### src/rtl/lpd_pkg.sv
`timescale 1ns / 1ps

package lpd_pkg;

	// row geometry
	localparam int MAX_ROW_WIDTH = 512;
	localparam int IDX_W         = 9;
	localparam logic [IDX_W-1:0] COL_MAX = IDX_W'(MAX_ROW_WIDTH - 1);

	// pixel and threshold widths
	localparam int PIX_W = 8;
	localparam int SUM_W = PIX_W + 2;

	// depth of the row summary queue
	localparam int SUMQ_DEPTH = 2;
	localparam int SUMQ_PTR_W = $clog2(SUMQ_DEPTH);
	localparam int SUMQ_CNT_W = $clog2(SUMQ_DEPTH + 1);

	// configuration register reset values
	localparam logic [PIX_W-1:0] BLACK_THRESHOLD_RST = 8'd7;
	localparam logic [IDX_W-1:0] STRAIGHT_LOW_RST    = 9'd130;
	localparam logic [IDX_W-1:0] STRAIGHT_HIGH_RST   = 9'd190;

	// configuration register indexes
	typedef enum logic [1:0] {
		REG_BLACK_THRESHOLD = 2'd0,
		REG_STRAIGHT_LOW    = 2'd1,
		REG_STRAIGHT_HIGH   = 2'd2
	} reg_index_t;

	// steering codes
	typedef enum logic [1:0] {
		DIR_STRAIGHT = 2'd0,
		DIR_LEFT     = 2'd1,
		DIR_RIGHT    = 2'd2
	} steer_t;

	// current configuration
	typedef struct packed {
		logic [PIX_W-1:0] black_threshold;
		logic [IDX_W-1:0] straight_low;
		logic [IDX_W-1:0] straight_high;
	} cfg_t;

	// outcome of one row, handed from front to back
	typedef struct packed {
		logic             found;
		logic [IDX_W-1:0] index;
	} row_sum_t;

endpackage

### src/rtl/lpd_front.sv
`timescale 1ns / 1ps

module lpd_front import lpd_pkg::*; (
	input  logic             clk,
	input  logic             arst_n,
	input  logic             accept,
	input  logic [PIX_W-1:0] pixel_red,
	input  logic [PIX_W-1:0] pixel_green,
	input  logic [PIX_W-1:0] pixel_blue,
	input  logic             last_in_row,
	input  logic [PIX_W-1:0] black_threshold,
	output logic             sum_push,
	output row_sum_t         sum_word
);

	logic             prev_black_q;
	logic             found_q;
	logic [IDX_W-1:0] found_idx_q;
	logic [IDX_W-1:0] col_q;

	logic [SUM_W-1:0] rgb_sum;
	logic [SUM_W-1:0] thr_x3;
	logic             is_black;

	// floor(sum/3) < t is the same as sum < 3t
	assign rgb_sum  = SUM_W'(pixel_red) + SUM_W'(pixel_green) + SUM_W'(pixel_blue);
	assign thr_x3   = (SUM_W'(black_threshold) << 1) + SUM_W'(black_threshold);
	assign is_black = rgb_sum < thr_x3;

	// row summary leaves on the closing word
	assign sum_push       = accept && last_in_row;
	assign sum_word.found = found_q;
	assign sum_word.index = found_q ? found_idx_q : '0;

	// run tracking and column count
	always_ff @(posedge clk or negedge arst_n) begin
		if (!arst_n) begin
			prev_black_q <= 1'b0;
			found_q      <= 1'b0;
			found_idx_q  <= '0;
			col_q        <= '0;
		end else if (accept) begin
			if (last_in_row) begin
				prev_black_q <= 1'b0;
				found_q      <= 1'b0;
				found_idx_q  <= '0;
				col_q        <= '0;
			end else begin
				if (!found_q) begin
					if (is_black) begin
						if (prev_black_q) begin
							found_q     <= 1'b1;
							found_idx_q <= col_q;
						end else begin
							prev_black_q <= 1'b1;
						end
					end else begin
						prev_black_q <= 1'b0;
					end
				end
				if (col_q < COL_MAX) begin
					col_q <= col_q + 1'b1;
				end
			end
		end
	end

endmodule

### src/rtl/lpd_sum_queue.sv
`timescale 1ns / 1ps

module lpd_sum_queue import lpd_pkg::*; (
	input  logic     clk,
	input  logic     arst_n,
	input  logic     push,
	input  row_sum_t wr_word,
	output logic     full,
	input  logic     pop,
	output logic     empty,
	output row_sum_t rd_word
);

	row_sum_t                mem_q [SUMQ_DEPTH];
	logic [SUMQ_PTR_W-1:0]   wr_ptr_q;
	logic [SUMQ_PTR_W-1:0]   rd_ptr_q;
	logic [SUMQ_CNT_W-1:0]   count_q;
	logic                    do_push;
	logic                    do_pop;

	assign full    = count_q == SUMQ_CNT_W'(SUMQ_DEPTH);
	assign empty   = count_q == '0;
	assign do_push = push && !full;
	assign do_pop  = pop && !empty;
	assign rd_word = mem_q[rd_ptr_q];

	// entry storage
	always_ff @(posedge clk) begin
		if (do_push) begin
			mem_q[wr_ptr_q] <= wr_word;
		end
	end

	// pointers and fill level
	always_ff @(posedge clk or negedge arst_n) begin
		if (!arst_n) begin
			wr_ptr_q <= '0;
			rd_ptr_q <= '0;
			count_q  <= '0;
		end else begin
			if (do_push) begin
				wr_ptr_q <= (wr_ptr_q == SUMQ_PTR_W'(SUMQ_DEPTH - 1)) ? '0 : wr_ptr_q + 1'b1;
			end
			if (do_pop) begin
				rd_ptr_q <= (rd_ptr_q == SUMQ_PTR_W'(SUMQ_DEPTH - 1)) ? '0 : rd_ptr_q + 1'b1;
			end
			if (do_push && !do_pop) begin
				count_q <= count_q + 1'b1;
			end else if (do_pop && !do_push) begin
				count_q <= count_q - 1'b1;
			end
		end
	end

endmodule

### src/rtl/lpd_back.sv
`timescale 1ns / 1ps

module lpd_back import lpd_pkg::*; (
	input  logic             clk,
	input  logic             arst_n,
	input  logic             sum_empty,
	input  row_sum_t         sum_word,
	output logic             sum_pop,
	input  logic [IDX_W-1:0] straight_low,
	input  logic [IDX_W-1:0] straight_high,
	input  logic             pop,
	output logic             empty,
	output logic [1:0]       steer_direction,
	output logic             line_found,
	output logic [IDX_W-1:0] first_black_index
);

	logic             valid_q;
	steer_t           dir_q;
	logic             found_q;
	logic [IDX_W-1:0] idx_q;
	steer_t           dir_next;
	logic             load;

	// steering decision: no line steers left, else the straight window is checked first
	always_comb begin
		if (!sum_word.found) begin
			dir_next = DIR_LEFT;
		end else if (straight_low < sum_word.index && sum_word.index < straight_high) begin
			dir_next = DIR_STRAIGHT;
		end else if (sum_word.index <= straight_low) begin
			dir_next = DIR_LEFT;
		end else begin
			dir_next = DIR_RIGHT;
		end
	end

	// output register refills as soon as it drains
	assign load    = !sum_empty && (!valid_q || pop);
	assign sum_pop = load;

	always_ff @(posedge clk or negedge arst_n) begin
		if (!arst_n) begin
			valid_q <= 1'b0;
		end else if (load) begin
			valid_q <= 1'b1;
		end else if (pop) begin
			valid_q <= 1'b0;
		end
	end

	always_ff @(posedge clk) begin
		if (load) begin
			dir_q   <= dir_next;
			found_q <= sum_word.found;
			idx_q   <= sum_word.index;
		end
	end

	assign empty             = !valid_q;
	assign steer_direction   = dir_q;
	assign line_found        = found_q;
	assign first_black_index = idx_q;

endmodule

### src/rtl/line_position_detector_unit.sv
`timescale 1ns / 1ps

// Row line detector: push one RGB pixel per clock while full is low, marking
// the closing word of each row with last_in_row; that word is not examined
// and yields one result (steer direction, found flag, column of the second
// pixel of the first dark pair). Pixels are taken at one per cycle, with no
// gaps while full is low. An accepted closing word writes its row summary
// into the summary queue; the output register loads it once it is free.
// The two-entry summary queue plus the output register hold up to three row
// results while the reader stalls; full rises only once all of them are taken.
// Registers: index 0 dark threshold, 1 straight low bound, 2 straight high
// bound; write them only while the block is idle.

module line_position_detector_unit import lpd_pkg::*; (
	input  logic             clk,
	input  logic             arst_n,
	// pixel side
	input  logic             push,
	output logic             full,
	input  logic [PIX_W-1:0] pixel_red,
	input  logic [PIX_W-1:0] pixel_green,
	input  logic [PIX_W-1:0] pixel_blue,
	input  logic             last_in_row,
	// result side
	output logic             empty,
	input  logic             pop,
	output logic [1:0]       steer_direction,
	output logic             line_found,
	output logic [IDX_W-1:0] first_black_index,
	// configuration writes
	input  logic             cfg_valid,
	output logic             cfg_ready,
	input  logic [1:0]       cfg_index,
	input  logic [IDX_W-1:0] cfg_data
);

	cfg_t     cfg_q;
	logic     accept;
	logic     sum_push;
	logic     sum_pop;
	logic     sum_empty;
	row_sum_t sum_wr;
	row_sum_t sum_rd;

	// configuration registers
	assign cfg_ready = 1'b1;

	always_ff @(posedge clk or negedge arst_n) begin
		if (!arst_n) begin
			cfg_q.black_threshold <= BLACK_THRESHOLD_RST;
			cfg_q.straight_low    <= STRAIGHT_LOW_RST;
			cfg_q.straight_high   <= STRAIGHT_HIGH_RST;
		end else if (cfg_valid && cfg_ready) begin
			case (reg_index_t'(cfg_index))
				REG_BLACK_THRESHOLD: cfg_q.black_threshold <= cfg_data[PIX_W-1:0];
				REG_STRAIGHT_LOW:    cfg_q.straight_low    <= cfg_data;
				REG_STRAIGHT_HIGH:   cfg_q.straight_high   <= cfg_data;
				default: ;
			endcase
		end
	end

	// input word accepted
	assign accept = push && !full;

	lpd_front u_front (
		.clk             (clk),
		.arst_n          (arst_n),
		.accept          (accept),
		.pixel_red       (pixel_red),
		.pixel_green     (pixel_green),
		.pixel_blue      (pixel_blue),
		.last_in_row     (last_in_row),
		.black_threshold (cfg_q.black_threshold),
		.sum_push        (sum_push),
		.sum_word        (sum_wr)
	);

	lpd_sum_queue u_queue (
		.clk     (clk),
		.arst_n  (arst_n),
		.push    (sum_push),
		.wr_word (sum_wr),
		.full    (full),
		.pop     (sum_pop),
		.empty   (sum_empty),
		.rd_word (sum_rd)
	);

	lpd_back u_back (
		.clk               (clk),
		.arst_n            (arst_n),
		.sum_empty         (sum_empty),
		.sum_word          (sum_rd),
		.sum_pop           (sum_pop),
		.straight_low      (cfg_q.straight_low),
		.straight_high     (cfg_q.straight_high),
		.pop               (pop),
		.empty             (empty),
		.steer_direction   (steer_direction),
		.line_found        (line_found),
		.first_black_index (first_black_index)
	);

endmodule

### config.mk
export PLATFORM = sky130hd
export DESIGN_NAME = line_position_detector_unit
export DESIGN_NICKNAME = d
export VERILOG_FILES = /design/src/rtl/lpd_pkg.sv /design/src/rtl/lpd_front.sv /design/src/rtl/lpd_sum_queue.sv /design/src/rtl/lpd_back.sv /design/src/rtl/line_position_detector_unit.sv
export SDC_FILE = /design/constraint.sdc
export NUM_CORES = 1
export LEC_CHECK = 0
export ABC_AREA = 0
export BUFFER_PORTS_ARGS = -buffer_cell sky130_fd_sc_hd__buf_4
export CORE_UTILIZATION = 29
export CTS_BUF_LIST = sky130_fd_sc_hd__clkbuf_8
export DETAILED_ROUTE_END_ITERATION = 7
export HOLD_SLACK_MARGIN = 0.12
export PLACE_DENSITY = 0.47
export SYNTH_ARGS = -nofsm -noshare
export SYNTH_HDL_FRONTEND = slang
export SYNTH_SLANG_ARGS = --single-unit
### constraint.sdc
create_clock -name clk -period 4.2 [get_ports clk]
set_clock_uncertainty 0.1 [all_clocks]
set_input_delay 0 -clock clk [delete_from_list [all_inputs] [get_ports clk]]
set_output_delay 0 -clock clk [all_outputs]
set_load 0.01 [all_outputs]
# Yosys cells after proc, flatten, opt, wreduce, memory -nomap -nowiden
# Memory sizes are Yosys's and may differ from the RTL's.
# Index checks and enable logic that the tools add are counted.
# Widths: inputs -> output; s select.
# totals
ff_bits,63
ram_bits,20
inputBits,41
output_inout_bits,15
wordCells,86
mem_count,1
# memory_table
memory,words,width,rd,rd_clocked_by_memory_dff,write_ports,line_no,rtl
u_queue.mem_q,2,10,1,0,1,lpd_sum_queue.sv:14,row_sum_t mem_q [SUMQ_DEPTH];
# classes
add_sub_neg,8
magnitude_cmp,5
eq_ne,4
muxes,24
bitwise,1
n_reduce_logical,28
# op_table
op,count
$mux 9,7
$lt 9x9->1,2
$mux 1,14
$add 10x8->10,1
$add 9x8->10,1
$lt 10x10->1,1
$reduce_and 2->1,5
$reduce_bool 2->1,5
$add 8x8->9,1
$add 9x1->9 const B,1
$le 9x9->1,1
$lt 9x9->1 const B,1
$logic_and 1x1->1,8
$mux 2,3
$logic_not 1->1,5
$eq 2x2->1 const B,2
$logic_not 2->1,2
$reduce_and 4->1,1
$add 1x1->1 const B,2
$add 2x1->2 const B,1
$eq 2x1->1 const B,1
$ne 2x2->1 const B,1
$reduce_or 2->1,1
$sub 2x1->2 const B,1
2 further kinds,2

# Depth between registers and ports, before layout
# logic_depth
ltp_word,9
ltp_mapped,19
depth_no_buf,19

# Hierarchy
# Synthesis repeated with hierarchy kept, for this count alone.
# unflattened
cells_unflattened,401
area_unflattened_um2,4820.9
# modules_own_cells
mod,n_inst,cells_per_inst,area_per_inst_um2,seq_area_each_um2
lpd_front,1,217,2044.5,500.5
line_position_detector_unit,1,58,1016.0,664.4
lpd_sum_queue,1,50,919.6,700.7
lpd_back,1,76,840.8,385.4

# Worst setup path before layout
# No wires, ideal clock.
# synth_timing
path_kind,in2reg
from,in pixel_red[0]
to,reg u_front.found_idx_q[2]
setup_ns,0.121
t_arrival_ns,3.602
required_ns,3.979
path_slack_ns,0.376
cell_stages,19
path_buffers,0
path_cell_list,ha_1 -> inv_1 -> fa_1 -> nor2b_1 -> nor3_1 -> o21ai_0 -> o21ai_0 -> xnor2_1 -> ha_1 -> o21a_1 -> o21a_1 -> a2111oi_0 -> nor3_1 -> ha_1 -> a21oi_1 -> o21ai_0 -> a211o_1 -> a21o_1 -> a22o_2
# synth_between
elab_chain_cells,5
# synth_lines
item,line_no,rtl
from (decl),line_position_detector_unit.sv:20,"input logic [PIX_W-1:0] pixel_red,"
$add 8x8->9,lpd_front.sv:26,assign rgb_sum = SUM_W'(pixel_red) + SUM_W'(pixel_green) + SUM_W'(pixel_blue);
$add 10x8->10,lpd_front.sv:26,
$lt 10x10->1,lpd_front.sv:28,assign is_black = rgb_sum < thr_x3;
$reduce_bool 2->1 (no source line),--,
$reduce_and 4->1 (no source line),--,
to (signal assigned),lpd_front.sv:53,found_idx_q <= col_q;
to (decl),lpd_front.sv:18,logic [IDX_W-1:0] found_idx_q;
# No other way between the ends.
# A chain may end at the register's enable or synchronous reset.

# Worst setup path after layout
# Ends and elaborated chain as after synthesis.

==> results.yml <==
run_status:
  status: "completed"
final_layout:
  finalInstanceArea_um2: 5940
  final_util_pct: 36.1
  layout.nets: 606
  insertedDiodeCount: 0
  area_growth_syn_to_layout_pct: 22.0
  drive_above_1_share_pct: 23.8
  layout.cells.non_filler: 733
floorplan:
  core_area_um2: 16500
  num_io_pins: 56
  dieArea_um2: 17300
  start_util_pct: 29.6
  rows: 47
  die_w_um: 132
  die_h_um: 132
detailed_routing:
  vias: 3369
  drt_iter0_markers: 174
  wl_um: 10300
  via_per_inst: 4.60
  drc: 0
  wire_per_inst_um: 14.0
  first_pass_iters: 4
  route.antenna.remaining_nets: 0
worst_hold_path:
  whs_endpoint: "cfg_q[17]"
  hold_start: "cfg_data[8]"
  worst_hold_path_type: "in2reg"
  min_path_cells: 3
synthesis:
  synthCells: 424
  synth-simple-area-share_pct: 10.2
  muxShareOfSynthArea_pct: 8.06
  synth-seq-area-share_pct: 46.2
  yosysUniqueCellTypes: 52
  synth-seq-cells: 83
  syn_nets: 522
  synth_top_family_by_area: "adder cells"
  synthFlopType: "dfrtp_1"
  synth-adder-area-share_pct: 15.1
  synth_compound_area_share_pct: 11.8
  yosys_warnings: 0
  synth_edf_count: 32
  async_reset_ff_share_pct: 61.4
  synth_xor_xnor_area_share_pct: 5.03
  syn_area_um2: 4870
  synth_area_per_cell_um2: 11.5
placed_design:
  placed_area_um2: 5550
  dp_hpwl_um: 7760
  io_buffers: 54
  dp_cells: 696
  dpl_worst_slack_ps: -24.9
  gp_congestion: 0.753
sta:
  setup_ws_ps: 341
  timing.slew.headroom_pct: 41.8
  finalCriticalPeriod_ps: 3860
  drv_slew: 0
  rsz0062_at_grt: "false"
  max_freq_mhz: 259
  hold_viol: 0
  fin_crit_sh_pct: 91.9
  setup_tns_ps: 0
  worst_slew_pin_slew_ps: 869
  finalSetupViolCount: 0
worst_setup_path:
  rr_endpoint: "u_front.found_idx_q[2]"
  critPathTopFamily: "compound AO/OA/AOI/OAI gates"
  start_kind: "primary input"
  crit_path_end_kind: "flop"
  path_cells: "buf_4, ha_1, inv_1, fa_1, nor2b_1, nor3_1, o21ai_0, o21ai_0, xnor2_1, ha_1, o21a_1, o21a_1, a2111oi_0, nor3_1, ha_1, a21oi_1, o21ai_0, a211o_1, a21o_1, a22o_2"
  path_buf_inv: 2
  r2r_setup_slack_ps: 630
  crit_arrival_ps: 4010
  critPathKind: "in2reg"
  slowest_delay_ps: 410
  r2r_cells: 13
  rr_startpoint: "cfg_q[19]"
  critPathRequiredTime_ps: 4350
  cp_slowest_cell: "fa_1"
  cp_max_fo: 8
run:
  drv_cap: 0
cts:
  clk_latency_ps: 360
  post_cts_buffers: 0
  clk_pin_slew_ps: 80
  cts.sinks: 83
  cts_buffers: 9
  cts-root-buf: "clkbuf_8"
  clk_path_buf_depth: 2
  htree_levels: 3
  cts_tree: "built"
power_and_ir_drop:
  power_density_nw_per_um2: 502
  p_leak_nw: 2.63
  vdd_drop_max_v: 0.000196
global_routing:
  grt_pass1_wl_um: 16900
  antenna_found_initial: 0
  grt_pass1_vias: 3352
  grt_max_degree: 44
  track_usage_pct: 12.5
  grt_overflow: 0
final cells by class:
cell class              count  area (µm²)
clock buffers               9         124
clock inverters             7        56.3
fillers                  1681       10500
inverters                  39         146
multi-input cells         297        2450
flip-flops and latches     83        2250
well taps                 220         275
repair buffers             78         638
per-stage QoR:
step | hold WS, ps | total power, mW
6_report | 329 | 2.98
3_3_place_gp | -33.4 | 2.43
3_5_place_dp | -27.7 | 2.45
4_1_cts | 297 | 3.03
5_1_grt | 304 | 3.24
2_1_floorplan | -396 | 2.05
layout by cell type, fill, tap and decap left out, types with 7 or more instances in the layout:
cell type / netlist / final
edfxtp_1: 32 / 32
dfstp_2: 11 / 11
and2_1: 10 / 10
dfrtp_1: 40 / 40
nor2_1: 26 / 26
buf_4: 2 / 57
mux2_2: 34 / 34
nand3_1: 10 / 10
clkbuf_8: 0 / 9
ha_1: 54 / 54
o21a_1: 7 / 7
a21o_1: 10 / 10
a21oi_1: 19 / 19
o21ai_0: 17 / 17
inv_1: 39 / 42
nand2_1: 12 / 12
nor3_1: 8 / 7
dlygate4sd3_1: 0 / 21
a22o_1: 7 / 7
xnor2_1: 20 / 20
xor2_1: 8 / 8
cell usage after synthesis, types with 3 or more instances:
library cell   n  area share (%)
o21a_1         7             1.1
xnor2_1       20             3.6
a21o_1        10             1.5
inv_1         39             3.0
o21bai_1       3            0.46
ha_1          54              14
dfrtp_1       40              21
xor2_1         8             1.4
nand4_1        5            0.64
nor2b_1        6            0.77
a211oi_1       3            0.46
nor2_1        26             2.0
nor3_1         8            0.82
edfxtp_1      32              20
nand2_1       12            0.92
fa_1           3             1.2
and2_1        10             1.3
nand3_1       10             1.0
o21ai_0       17             1.7
a211o_1        3            0.54
a22o_1         7             1.3
dfstp_2       11             5.9
a21oi_1       19             2.0
mux2_2        34             7.9
registers in the layout, summed over array words and instances, names as in the netlist:
name and count:
cfg_q 26, u_back.first_black_index 9, u_back.line_found 1, u_back.steer_direction 2, u_back.valid_q 1, u_front.col_q 9, u_front.found_idx_q 9, u_front.found_q 1
u_front.prev_black_q 1, u_queue.count_q 2, u_queue.mem_q 20, u_queue.rd_ptr_q 1, u_queue.wr_ptr_q 1
tightest hold or removal path, cell delays in order:
cell and delay (ps):
dlygate4sd3_1 530, buf_4 100, mux2_2 120
routing by layer:
layer	GRT usage (%)	routed length [µm]	vias up
met5	0	0	-
met4	3.36	127	0
met3	3.63	326	11
met2	20.4	4890	47
met1	16.1	4920	1616
li1	-	-	1695
how the worst max path moves through the flow:
stage               depth (start not counted)    startpoint  slack, ps                      to
global placement                           20  pixel_red[0]         70  u_front.found_idx_q[2]
CTS                                        20  pixel_red[0]        380  u_front.found_idx_q[2]
detailed placement                         20  pixel_red[0]        -20  u_front.found_idx_q[2]
floorplan                                  19  pixel_red[0]        380  u_front.found_idx_q[2]
global route                               20  pixel_red[0]         90  u_front.found_idx_q[2]
finish                                     20  pixel_red[0]        340  u_front.found_idx_q[2]
power breakdown:
group	internal, mW	switching (mW)	leakage (nW)
registers	1.07	0.137	0.922
clock network	0.265	0.271	0.107
logic	0.589	0.647	1.60
total	1.93	1.05	2.63
what timing repair did:
item                                   4_1_cts  5_1_grt
gates resized for setup                      0        0
endpoints found under the hold margin       94        0
setup endpoints to repair                    0        0
hold buffers                                21        0
cell families after synthesis:
| kind of cell | Yosys count |
|---|---|
| AOI/OAI and AO/OA | 85 |
| xor gates and xnor gates | 28 |
| adders and majority gates | 57 |
| buffers and inverters | 44 |
| DFF | 83 |
| muxes | 35 |
| other | 1 |
| and+or+nand+nor | 91 |
(Power assumes the default switching activity.)
